**src/rtl/swm_pkg.sv**
```systemverilog
// ----------------------------------------------------------------------------
// swm_pkg
// Shared constants and control types for the sliding window maximum block.
// ----------------------------------------------------------------------------
package swm_pkg;

    localparam int MAX_WINDOW_DEF = 64;
    localparam int DATA_WIDTH_DEF = 32;
    localparam int CFG_WIDTH      = 7;

    // broadcast control from the top level to every cell
    typedef struct packed {
        logic accept;
        logic restart;
        logic retire;
    } t_swm_ctl;

    // flags one cell hands to its younger neighbor
    typedef struct packed {
        logic keep;
        logic young;
    } t_swm_link;

endpackage

```
**src/rtl/swm_cell.sv**
```systemverilog
// ----------------------------------------------------------------------------
// swm_cell
// One candidate slot of the monotonic list: value, age and valid bit.
// ----------------------------------------------------------------------------
module swm_cell #(
    parameter int DATA_WIDTH = 32,
    parameter int AGE_WIDTH  = 7
) (
    input  logic                         i_clk,
    input  logic                         i_rst_n,
    input  swm_pkg::t_swm_ctl            i_ctl,
    input  logic signed [DATA_WIDTH-1:0] i_sample,
    input  logic        [AGE_WIDTH-1:0]  i_width,
    input  swm_pkg::t_swm_link           i_left,
    input  logic signed [DATA_WIDTH-1:0] i_right_value,
    input  logic        [AGE_WIDTH-1:0]  i_right_age,
    input  logic                         i_right_valid,
    output swm_pkg::t_swm_link           o_link,
    output logic signed [DATA_WIDTH-1:0] o_value,
    output logic        [AGE_WIDTH-1:0]  o_age,
    output logic                         o_valid,
    output logic                         o_first,
    output logic signed [DATA_WIDTH-1:0] o_next_value
);
    import swm_pkg::*;

    logic signed [DATA_WIDTH-1:0] r_value;
    logic        [AGE_WIDTH-1:0]  r_age;
    logic                         r_valid;

    logic signed [DATA_WIDTH-1:0] cur_value;
    logic        [AGE_WIDTH-1:0]  cur_age;
    logic                         cur_valid;
    logic                         keep;
    logic                         insert;
    logic signed [DATA_WIDTH-1:0] n_value;
    logic        [AGE_WIDTH-1:0]  n_age;
    logic                         n_valid;
    logic                         young;

    always_comb begin
        cur_value = i_ctl.retire ? i_right_value : r_value;
        cur_age   = i_ctl.retire ? i_right_age   : r_age;
        cur_valid = (i_ctl.retire ? i_right_valid : r_valid) && !i_ctl.restart;
        keep      = cur_valid && (cur_value >= i_sample);
        insert    = !keep && i_left.keep;
        n_valid   = keep || insert;
        n_value   = keep ? cur_value : i_sample;
        n_age     = keep ? cur_age + AGE_WIDTH'(1) : '0;
        young     = n_valid && (n_age < i_width);
    end

    always_ff @(posedge i_clk) begin
        if (!i_rst_n) begin
            r_valid <= 1'b0;
        end else if (i_ctl.accept) begin
            r_valid <= n_valid;
        end
    end

    always_ff @(posedge i_clk) begin
        if (i_ctl.accept) begin
            r_value <= n_value;
            r_age   <= n_age;
        end
    end

    assign o_link.keep  = keep;
    assign o_link.young = young;
    assign o_first      = young && !i_left.young;
    assign o_next_value = n_value;
    assign o_value      = r_value;
    assign o_age        = r_age;
    assign o_valid      = r_valid;

endmodule

```
**config.mk**
```make
export PLATFORM = sky130hd
export DESIGN_NAME = swm_cell
export DESIGN_NICKNAME = d
export VERILOG_FILES = /design/src/rtl/swm_pkg.sv /design/src/rtl/swm_cell.sv
export SDC_FILE = /design/constraint.sdc
export NUM_CORES = 1
export LEC_CHECK = 0
export BUFFER_PORTS_ARGS = -buffer_cell sky130_fd_sc_hd__buf_2
export CELL_PAD_IN_SITES_DETAIL_PLACEMENT = 2
export CELL_PAD_IN_SITES_GLOBAL_PLACEMENT = 2
export CORE_ASPECT_RATIO = 1.5
export CORE_MARGIN = 5
export CORE_UTILIZATION = 23
export DETAILED_ROUTE_END_ITERATION = 10
export PLACE_DENSITY_LB_ADDON = 0.25
export SKIP_CTS_REPAIR_TIMING = 1
export SLEW_MARGIN = 20
export SYNTH_ARGS = -nofsm -noshare
export SYNTH_HDL_FRONTEND = slang
export SYNTH_SLANG_ARGS = --single-unit
```
**constraint.sdc**
```tcl
create_clock -name i_clk -period 6.4 [get_ports i_clk]
set_clock_uncertainty 0.15 [all_clocks]
set_input_delay 1.28 -clock i_clk [delete_from_list [all_inputs] [get_ports i_clk]]
set_output_delay 1.28 -clock i_clk [all_outputs]
set_load 0.02 [all_outputs]
```
==> impl_metrics.json, run 1 <==
{
  "clkTransAtPathRegs_ps": 60,
  "crit_path_max_incr_delay_ps": 380,
  "finalHoldViolCount": 0,
  "pwr-share-clk_pct": 30.4,
  "max-clock-path-buffers": 2,
  "tightest_slew_ps": 1087,
  "clock_sinks": 40,
  "max_freq_ghz": 0.1602,
  "nets": 625,
  "die-area_um2": 16250,
  "hpwl_mm": 9.470,
  "ys_warn_count": 0,
  "cp_max_fo": 11,
  "slowest_stage": "mux2_2",
  "layout_common_cells": "buf_2 (157), inv_1 (43), nand2_1 (39), edfxtp_1 (39), o21ai_0 (38)",
  "vias": 3125,
  "cts_made_buffers": 5,
  "grt_max_degree": 63,
  "finalCritPeriodShare_pct": 97.51,
  "synth_flop_cell": "edfxtp_1",
  "seq_area_um2": 1191,
  "final_common_cell": "buf_2",
  "dieWidth_um": 105.8,
  "synth-seq-cells": 40,
  "min_period_ps": 6241,
  "combPwrFrac_pct": 34.5,
  "setup_viol_count_final": 0,
  "yosysSeqAreaShare_pct": 37.66,
  "cts-root-buf": "clkbuf_16",
  "cp_data_required_time_ps": 4970,
  "instances_no_fill": 663,
  "worstSetupPathType": "in -> out",
  "hp-class": "reg -> reg",
  "routabilityCongestion": 0.8161,
  "clock_latency_ps": 290,
  "maxSlewViolCount": 0,
  "port_buffers": 160,
  "endpoint": "o_link[0]",
  "synthToLayoutAreaGrowth_pct": 48.42,
  "place_area_um2": 4227,
  "grt_antenna_before_repair": 1,
  "switchingPower_uw": 308.8,
  "worstPathArrival_ps": 4810,
  "seq_power_share_pct": 35.1,
  "ant_nets": 0,
  "core_area_um2": 13530,
  "synth_area_um2": 3163,
  "synth_area_per_cell_um2": 9.643,
  "intPower_uw": 611.8,
  "drc": 0,
  "grt-ovfl-total": 0,
  "power.density_nw_per_um2": 196.1,
  "crit_top_cell": "buf_6",
  "start_util_pct": 23.37,
  "switching_share_pct": 33.54,
  "worst_slew_margin_rel_pct": 27.51,
  "fin_ws_ps": 159.1,
  "fill_cells": 1562,
  "synth_fp_nets": 453,
  "timing.reg2reg.setup_slack_ps": 3030,
  "drive_gt1_share_pct": 49.30,
  "drt_iter0_markers": 48,
  "synthCells": 328,
  "placedCellCount": 649,
  "track_usage_pct": 13.81,
  "num_io_pins": 161,
  "routed_wl_mm": 12.08,
  "ys_async_sr_fraction_pct": 0,
  "crit_start": "i_ctl[0]",
  "design_area_um2": 4695,
  "rows": 52,
  "grt_pass1_vias": 3489,
  "startpoint_type": "primary input",
  "endpoint_kind": "primary output",
  "vdd_drop_max_v": 0.0001224,
  "drt-wirelength-per-cell_um": 18.22,
  "status": "completed",
  "p_leak_uw": 0.002195,
  "reg2reg_from": "o_value[14]$_DFFE_PP_",
  "worst_r2r_path_depth": 10,
  "cts_tree": "done",
  "multiInputGateArea_um2": 1953,
  "synth_cell_type_count": 42,
  "synth-edff-count": 39,
  "diodes": 0,
  "post_drt_via_cell_ratio": 4.713,
  "htree_levels": 2,
  "die_y_um": 153.6,
  "cp_cell_sequence": "buf_6 > buf_6 > clkbuf_16 > mux2_2 > ha_4 > nand4_1 > nor3_2 > a22oi_2 > and4_1 > o31a_2 > buf_6 > and2_1 > ha_1 > o21a_1 > o21a_1 > o21ai_2 > a21oi_2 > nor3_2 > buf_4",
  "grt_pass1_wl_mm": 17.78,
  "dr.pass1.iters": 4,
  "cap_violations": 0,
  "reg2reg_to": "o_value[22]$_DFFE_PP_",
  "pre_cts_slack_ps": -162.1
}
-- flip-flops by register name, indices dropped and copies added (netlist names) --
name and flops:
o_value 32, o_age 7, o_valid 1
-- metal layers --
metal	wire length [um]	part of all wire, %	vias to the layer above	GRT usage (%)
met5	7	0.058	-	0
met4	136	1.1	2	4.136
met3	564	4.7	9	3.062
met2	6837	57	87	27.37
met1	4536	38	1513	14.10
li1	-	-	1514	-
-- stage by stage --
stage | setup TNS [ps] | utilization, % | hold slack (ps) | total power (uW)
floorplan | 0 | - | 466.0 | 503.7
global placement | -172.7 | 31.23 | 402.8 | 614.8
detailed placement | -291.7 | 31.23 | 408.0 | 623.7
CTS | -350.4 | 32.39 | 417.3 | 915.2
global route | -136.6 | 34.69 | 448.4 | 975.8
finish | 0 | 34.69 | 411.9 | 920.5
-- power by group through the flow --
stage | registers (uW) | clock network (uW) | logic, uW
global route | 326 | 299 | 350
CTS | 324 | 295 | 296
global placement | 329 | 0 | 286
floorplan | 353 | 0 | 151
detailed placement | 329 | 0 | 294
finish | 323 | 280 | 318
-- kinds of logic (layout without fill, tap and decap cells) --
group / count (synthesis) / in the layout / share of synthesized area, %
simple gates: 78 / 78 / 12.18
flops: 40 / 40 / 37.66
compound gates: 72 / 72 / 12.97
mux: 38 / 38 / 13.29
xor+xnor: 3 / 3 / 0.8308
fa+ha+maj: 39 / 39 / 15.43
buf+inv: 58 / 231 / 7.634
-- cells in the mapped netlist, types with 2 or more instances --
cell type | number | share of area (%)
a21o_1 | 2 | 0.47
a21oi_1 | 17 | 2.7
a32oi_1 | 2 | 0.55
and2_1 | 5 | 0.99
and3_1 | 2 | 0.40
and4_1 | 2 | 0.55
buf_2 | 7 | 1.1
buf_4 | 2 | 0.47
clkbuf_1 | 4 | 0.47
edfxtp_1 | 39 | 37
ha_1 | 39 | 15
inv_1 | 43 | 5.1
mux2_2 | 32 | 11
mux2i_1 | 6 | 1.9
nand2_1 | 39 | 4.6
nand2b_1 | 2 | 0.40
nand4_1 | 8 | 1.6
nor2_1 | 6 | 0.71
nor2b_1 | 3 | 0.59
nor3_1 | 4 | 0.63
o21a_1 | 2 | 0.47
o21ai_0 | 40 | 6.3
or3_1 | 2 | 0.40
xor2_1 | 2 | 0.55
-- worst max-delay path: cells and delay by family --
kind | cells | cell delay, ps
AO/OA/AOI/OAI | 6 | 910
adder cells (fa/ha/maj) | 2 | 570
buffers and inverters | 5 | 720
multiplexers | 1 | 380
AND/OR/NAND/NOR | 5 | 950
-- how the worst min path moves through the flow --
stage,startpoint,endpoint,slack [ps],cells after the start
2_1_floorplan,o_valid$_SDFFE_PN0P_,o_valid$_SDFFE_PN0P_,470,2
4_1_cts,o_valid$_SDFFE_PN0P_,o_valid$_SDFFE_PN0P_,420,2
6_report,o_valid$_SDFFE_PN0P_,o_valid$_SDFFE_PN0P_,410,2
3_5_place_dp,o_valid$_SDFFE_PN0P_,o_valid$_SDFFE_PN0P_,410,2
3_3_place_gp,o_valid$_SDFFE_PN0P_,o_valid$_SDFFE_PN0P_,400,2
5_1_grt,o_valid$_SDFFE_PN0P_,o_valid$_SDFFE_PN0P_,450,2
-- layout make-up --
type                    instances  area share, %
inverters                      43          3.438
well taps                     162          4.318
flip-flops and latches         40          25.37
repair buffers                180          21.94
clock buffers                   8          3.332
multi-input cells             230          41.60
Power figures use the tool's default switching activity.
==> inputs of run 2 (changes only) <==
--- a/config.mk
+++ b/config.mk
@@ -12,7 +12,7 @@
 export CORE_MARGIN = 5
 export CORE_UTILIZATION = 23
 export DETAILED_ROUTE_END_ITERATION = 10
-export PLACE_DENSITY_LB_ADDON = 0.25
+export PLACE_DENSITY_LB_ADDON = 0.1
 export SKIP_CTS_REPAIR_TIMING = 1
 export SLEW_MARGIN = 20
 export SYNTH_ARGS = -nofsm -noshare
==> impl_metrics.json, run 2 (synthesis results as in run 1) <==
{
  "status": "completed",
  "timing.reg2reg.setup_slack_ps": 3220,
  "finalHoldViolCount": 0,
  "worstPathArrival_ps": 4880,
  "core_area_um2": 13530,
  "endpoint_kind": "primary output",
  "clock_latency_ps": 290,
  "path_delay_family": "compound AO/OA/AOI/OAI gates",
  "worst_slew_margin_rel_pct": 57.29,
  "p_leak_uw": 0.002177,
  "die-area_um2": 16250,
  "max_freq_ghz": 0.1585,
  "cts-root-buf": "clkbuf_16",
  "instances_no_fill": 662,
  "grt_pass1_vias": 3480,
  "hp-class": "reg -> reg",
  "startpoint_type": "primary input",
  "rsz0062_at_grt": "true",
  "maxSlewViolCount": 0,
  "cp_data_required_time_ps": 4970,
  "final_common_cell": "buf_2",
  "tightest_slew_ps": 640.7,
  "cap_violations": 0,
  "post_drt_via_cell_ratio": 4.707,
  "port_buffers": 160,
  "cts_tree": "done",
  "fin_tns_setup_ps": 0,
  "cp_max_fo": 7,
  "track_usage_pct": 13.56,
  "hpwl_mm": 9.236,
  "grt_antenna_before_repair": 0,
  "rows": 52,
  "cp_cell_sequence": "buf_6 > buf_12 > buf_12 > buf_4 > mux2_2 > ha_1 > a211oi_2 > nor4_2 > a311oi_2 > a31oi_1 > o31a_2 > buf_6 > and3_1 > ha_1 > or2_2 > a21oi_2 > a21oi_2 > nor4_4 > buf_4",
  "max-clock-path-buffers": 2,
  "crit_path_max_incr_delay_ps": 370,
  "seq_power_share_pct": 36.2,
  "diodes": 0,
  "power.total_uw": 891.0,
  "die_y_um": 153.6,
  "drive_gt1_share_pct": 48.80,
  "min_period_ps": 6309,
  "pwr-share-clk_pct": 28.5,
  "switching_share_pct": 34.29,
  "largest_reg_flops": 32,
  "setup_viol_count_final": 0,
  "vdd_drop_max_v": 0.0001174,
  "clock_sinks": 40,
  "intPower_uw": 585.4,
  "crit_buf_inv": 6,
  "combPwrFrac_pct": 35.2,
  "finalCritPeriodShare_pct": 98.58,
  "dr.pass1.iters": 4,
  "placedCellCount": 645,
  "nets": 625,
  "worstSetupPathType": "in -> out",
  "layout_common_cells": "buf_2 (156), inv_1 (43), nand2_1 (39), edfxtp_1 (39), o21ai_0 (36)",
  "drc": 0,
  "grt_max_degree": 54,
  "routabilityCongestion": 0.7603,
  "pre_cts_slack_ps": -96.01,
  "synthToLayoutAreaGrowth_pct": 47.27,
  "routed_wl_mm": 11.86,
  "htree_levels": 2,
  "ant_nets": 0,
  "holdWs_ps": 427.9,
  "num_io_pins": 161,
  "clkTransAtPathRegs_ps": 70,
  "fin_ws_ps": 90.78,
  "grt_pass1_wl_mm": 17.68,
  "drt_iter0_markers": 48,
  "cts_made_buffers": 5,
  "dieWidth_um": 105.8,
  "start_util_pct": 23.37,
  "drt-wirelength-per-cell_um": 17.92,
  "switchingPower_uw": 305.5,
  "power.density_nw_per_um2": 191.3,
  "grt-ovfl-total": 0,
  "vias": 3116,
  "slowest_stage": "o31a_2"
}
## run 2: worst paths after layout
path,startpoint,endpoint,depth (start not counted)
hold reg to reg,o_valid$_SDFFE_PN0P_,o_valid$_SDFFE_PN0P_,2
hold / removal,o_valid$_SDFFE_PN0P_,o_valid$_SDFFE_PN0P_,2
setup reg to reg,o_value[0]$_DFFE_PP_,o_valid$_SDFFE_PN0P_,11
setup / recovery,i_ctl[0],o_first,19
## run 2: power groups by stage
stage               combinational (uW)  sequential (uW)  clock (uW)
global route                       348              326         271
detailed placement                 292              329           0
finish                             314              323         254
CTS                                293              324         265
floorplan                          151              353           0
global placement                   286              329           0
## run 2: stage by stage
| step | instance area (um^2) | utilization, % |
|---|---|---|
| global route | 4658 | 34.42 |
| CTS | 4330 | 32.00 |
| floorplan | 3192 | - |
| detailed placement | 4197 | 31.01 |
| global placement | 4197 | 31.01 |
| finish | 4658 | 34.42 |
## run 2: area by class of cell
cell class                 instances  area, um^2
clock inverter                     1       5.005
inverter                          43       161.4
fill                            1556        8875
timing repair buffer             180        1036
multi-input combinational        230        1933
clock buffer                       6       128.9
tap                              162       202.7
sequential                        40        1191
## run 2: worst register-to-register path: stages, from the launching register on
cell      delay [ps]
edfxtp_1         380
mux2i_1          220
ha_1             280
nand2b_1         170
a2111o_1         430
a311oi_2         220
a31oi_1          120
o31a_2           370
buf_6            140
buf_4            180
nor2_1           260
a21oi_1          120
## run 2: layer usage
| layer | wire length (um) | GRT usage [%] |
|---|---|---|
| met1 | 4510 | 14.34 |
| met2 | 6657 | 26.73 |
| met3 | 561 | 2.768 |
| met4 | 130 | 3.519 |
| met5 | 0 | 0 |
==> inputs of run 3 (changes only) <==
--- a/config.mk
+++ b/config.mk
@@ -6,12 +6,12 @@
 export NUM_CORES = 1
 export LEC_CHECK = 0
 export BUFFER_PORTS_ARGS = -buffer_cell sky130_fd_sc_hd__buf_2
-export CELL_PAD_IN_SITES_DETAIL_PLACEMENT = 2
-export CELL_PAD_IN_SITES_GLOBAL_PLACEMENT = 2
+export CELL_PAD_IN_SITES_DETAIL_PLACEMENT = 0
+export CELL_PAD_IN_SITES_GLOBAL_PLACEMENT = 1
 export CORE_ASPECT_RATIO = 1.5
-export CORE_MARGIN = 5
-export CORE_UTILIZATION = 23
+export CORE_UTILIZATION = 30
 export DETAILED_ROUTE_END_ITERATION = 10
+export GPL_ROUTABILITY_DRIVEN = 0
 export PLACE_DENSITY_LB_ADDON = 0.1
 export SKIP_CTS_REPAIR_TIMING = 1
 export SLEW_MARGIN = 20
==> impl_metrics.json, run 3 (synthesis results as in run 1) <==
{
  "layout_common_cells": "buf_2 (158), inv_1 (43), nand2_1 (39), ha_1 (39), edfxtp_1 (39)",
  "hold_end": "o_valid$_SDFFE_PN0P_",
  "place_area_um2": 4155,
  "drt_iter0_markers": 64,
  "worstPathArrival_ps": 4770,
  "clkTransAtPathRegs_ps": 60,
  "cp_data_required_time_ps": 4970,
  "grt_antenna_before_repair": 0,
  "design_area_um2": 4415,
  "holdWs_ps": 408.7,
  "cts_made_buffers": 5,
  "worst_slew_margin_rel_pct": 31.31,
  "start_util_pct": 31.04,
  "p_leak_uw": 0.002125,
  "tightest_slew_ps": 1030,
  "drive_gt1_share_pct": 44.42,
  "endpoint_kind": "primary output",
  "largest_reg_flops": 32,
  "die-area_um2": 10970,
  "worst_r2r_path_depth": 10,
  "min_delay_path_depth": 2,
  "cts_tree": "done",
  "max-clock-path-buffers": 2,
  "grt_max_degree": 42,
  "min_period_ps": 6198,
  "drt-wirelength-per-cell_um": 14.50,
  "cts-root-buf": "clkbuf_16",
  "cp_max_fo": 9,
  "reg2reg_from": "o_value[0]$_DFFE_PP_",
  "vdd_drop_max_v": 0.0001008,
  "rows": 45,
  "finalCritPeriodShare_pct": 96.84,
  "max_freq_ghz": 0.1613,
  "grt_pass1_wl_mm": 13.74,
  "maxSlewViolCount": 0,
  "finish.utilization_pct": 43.33,
  "worstSetupPathType": "in -> out",
  "grt-ovfl-total": 0,
  "drc": 0,
  "core_area_um2": 10190,
  "dieWidth_um": 85.84,
  "post_drt_via_cell_ratio": 4.604,
  "htree_levels": 2,
  "grt_pass1_vias": 2923,
  "ant_nets": 0,
  "clock_latency_ps": 290,
  "status": "completed",
  "dr.pass1.iters": 4,
  "power.density_nw_per_um2": 194.2,
  "port_buffers": 160,
  "hold_path_startpoint": "o_valid$_SDFFE_PN0P_",
  "finalHoldViolCount": 0,
  "num_io_pins": 161,
  "cap_violations": 0,
  "diodes": 0,
  "rsz0062_at_grt": "false",
  "power.total_uw": 857.3,
  "final_common_cell": "buf_2",
  "hpwl_mm": 7.039,
  "clock_sinks": 40,
  "track_usage_pct": 16.21,
  "setup_viol_count_final": 0,
  "hp-class": "reg -> reg",
  "vias": 2919,
  "startpoint_type": "primary input",
  "timing.reg2reg.setup_slack_ps": 3160,
  "synthToLayoutAreaGrowth_pct": 39.60,
  "reg2reg_to": "o_value[30]$_DFFE_PP_",
  "nets": 617,
  "routed_wl_mm": 9.194,
  "die_y_um": 127.8
}
run 3: cell types whose count changed in the layout (fill, tap and decap cells not counted), sizes merged:
cell,previous run,this run
buf,179,169
clkbuf,7,10
run 3: worst max-delay path by stage:
stage	start	end	slack (ps)	depth (start not counted)
finish	i_ctl[0]	o_first	200	17
floorplan	i_ctl[0]	o_link[0]	20	20
CTS	i_ctl[0]	o_link[0]	-10	18
global placement	i_ctl[0]	o_link[0]	50	18
global route	i_ctl[0]	o_first	10	17
detailed placement	i_ctl[0]	o_link[0]	-30	18
run 3: layer usage:
layer	wire [um]	global-route usage, %	up-vias
met4	123	5.588	0
met5	0	0	-
met1	3773	17.35	1317
met2	4794	30.68	88
li1	-	-	1508
met3	503	3.735	6
run 3: layout make-up:
cell class,count,area (um^2)
clock buffer,7,132.6
clock inverter,1,3.754
fill,1038,5776
inverter,43,161.4
multi-input combinational,230,1769
sequential,40,1191
tap,141,176.4
timing repair buffer,172,980.9
run 3: worst max-delay path: stages:
cell and delay [ps]:
buf_8 140, buf_12 140, mux2_2 340, ha_1 320, nand4_1 170, nor3_2 220
a22oi_1 110, and4_1 230, o31a_2 340, buf_4 170, and3_1 170, ha_1 290
or2_2 290, a21oi_2 160, a21oi_2 70, nor4_4 140, buf_4 180
run 3: metrics by stage:
step / TNS (ps) / setup slack [ps] / cells
floorplan: 0 / 24.88 / 328
global placement: 0 / 48.83 / 622
detailed placement: -51.90 / -27.61 / 622
CTS: -22.63 / -12.41 / 630
global route: 0 / 12.54 / 634
finish: 0 / 202.0 / 634
run 3: report_power, final:
group	switching, uW	internal [uW]	leakage, uW
registers	9.63	314	0.000395
logic	168	117	0.00166
clock network	105	144	0.0000655
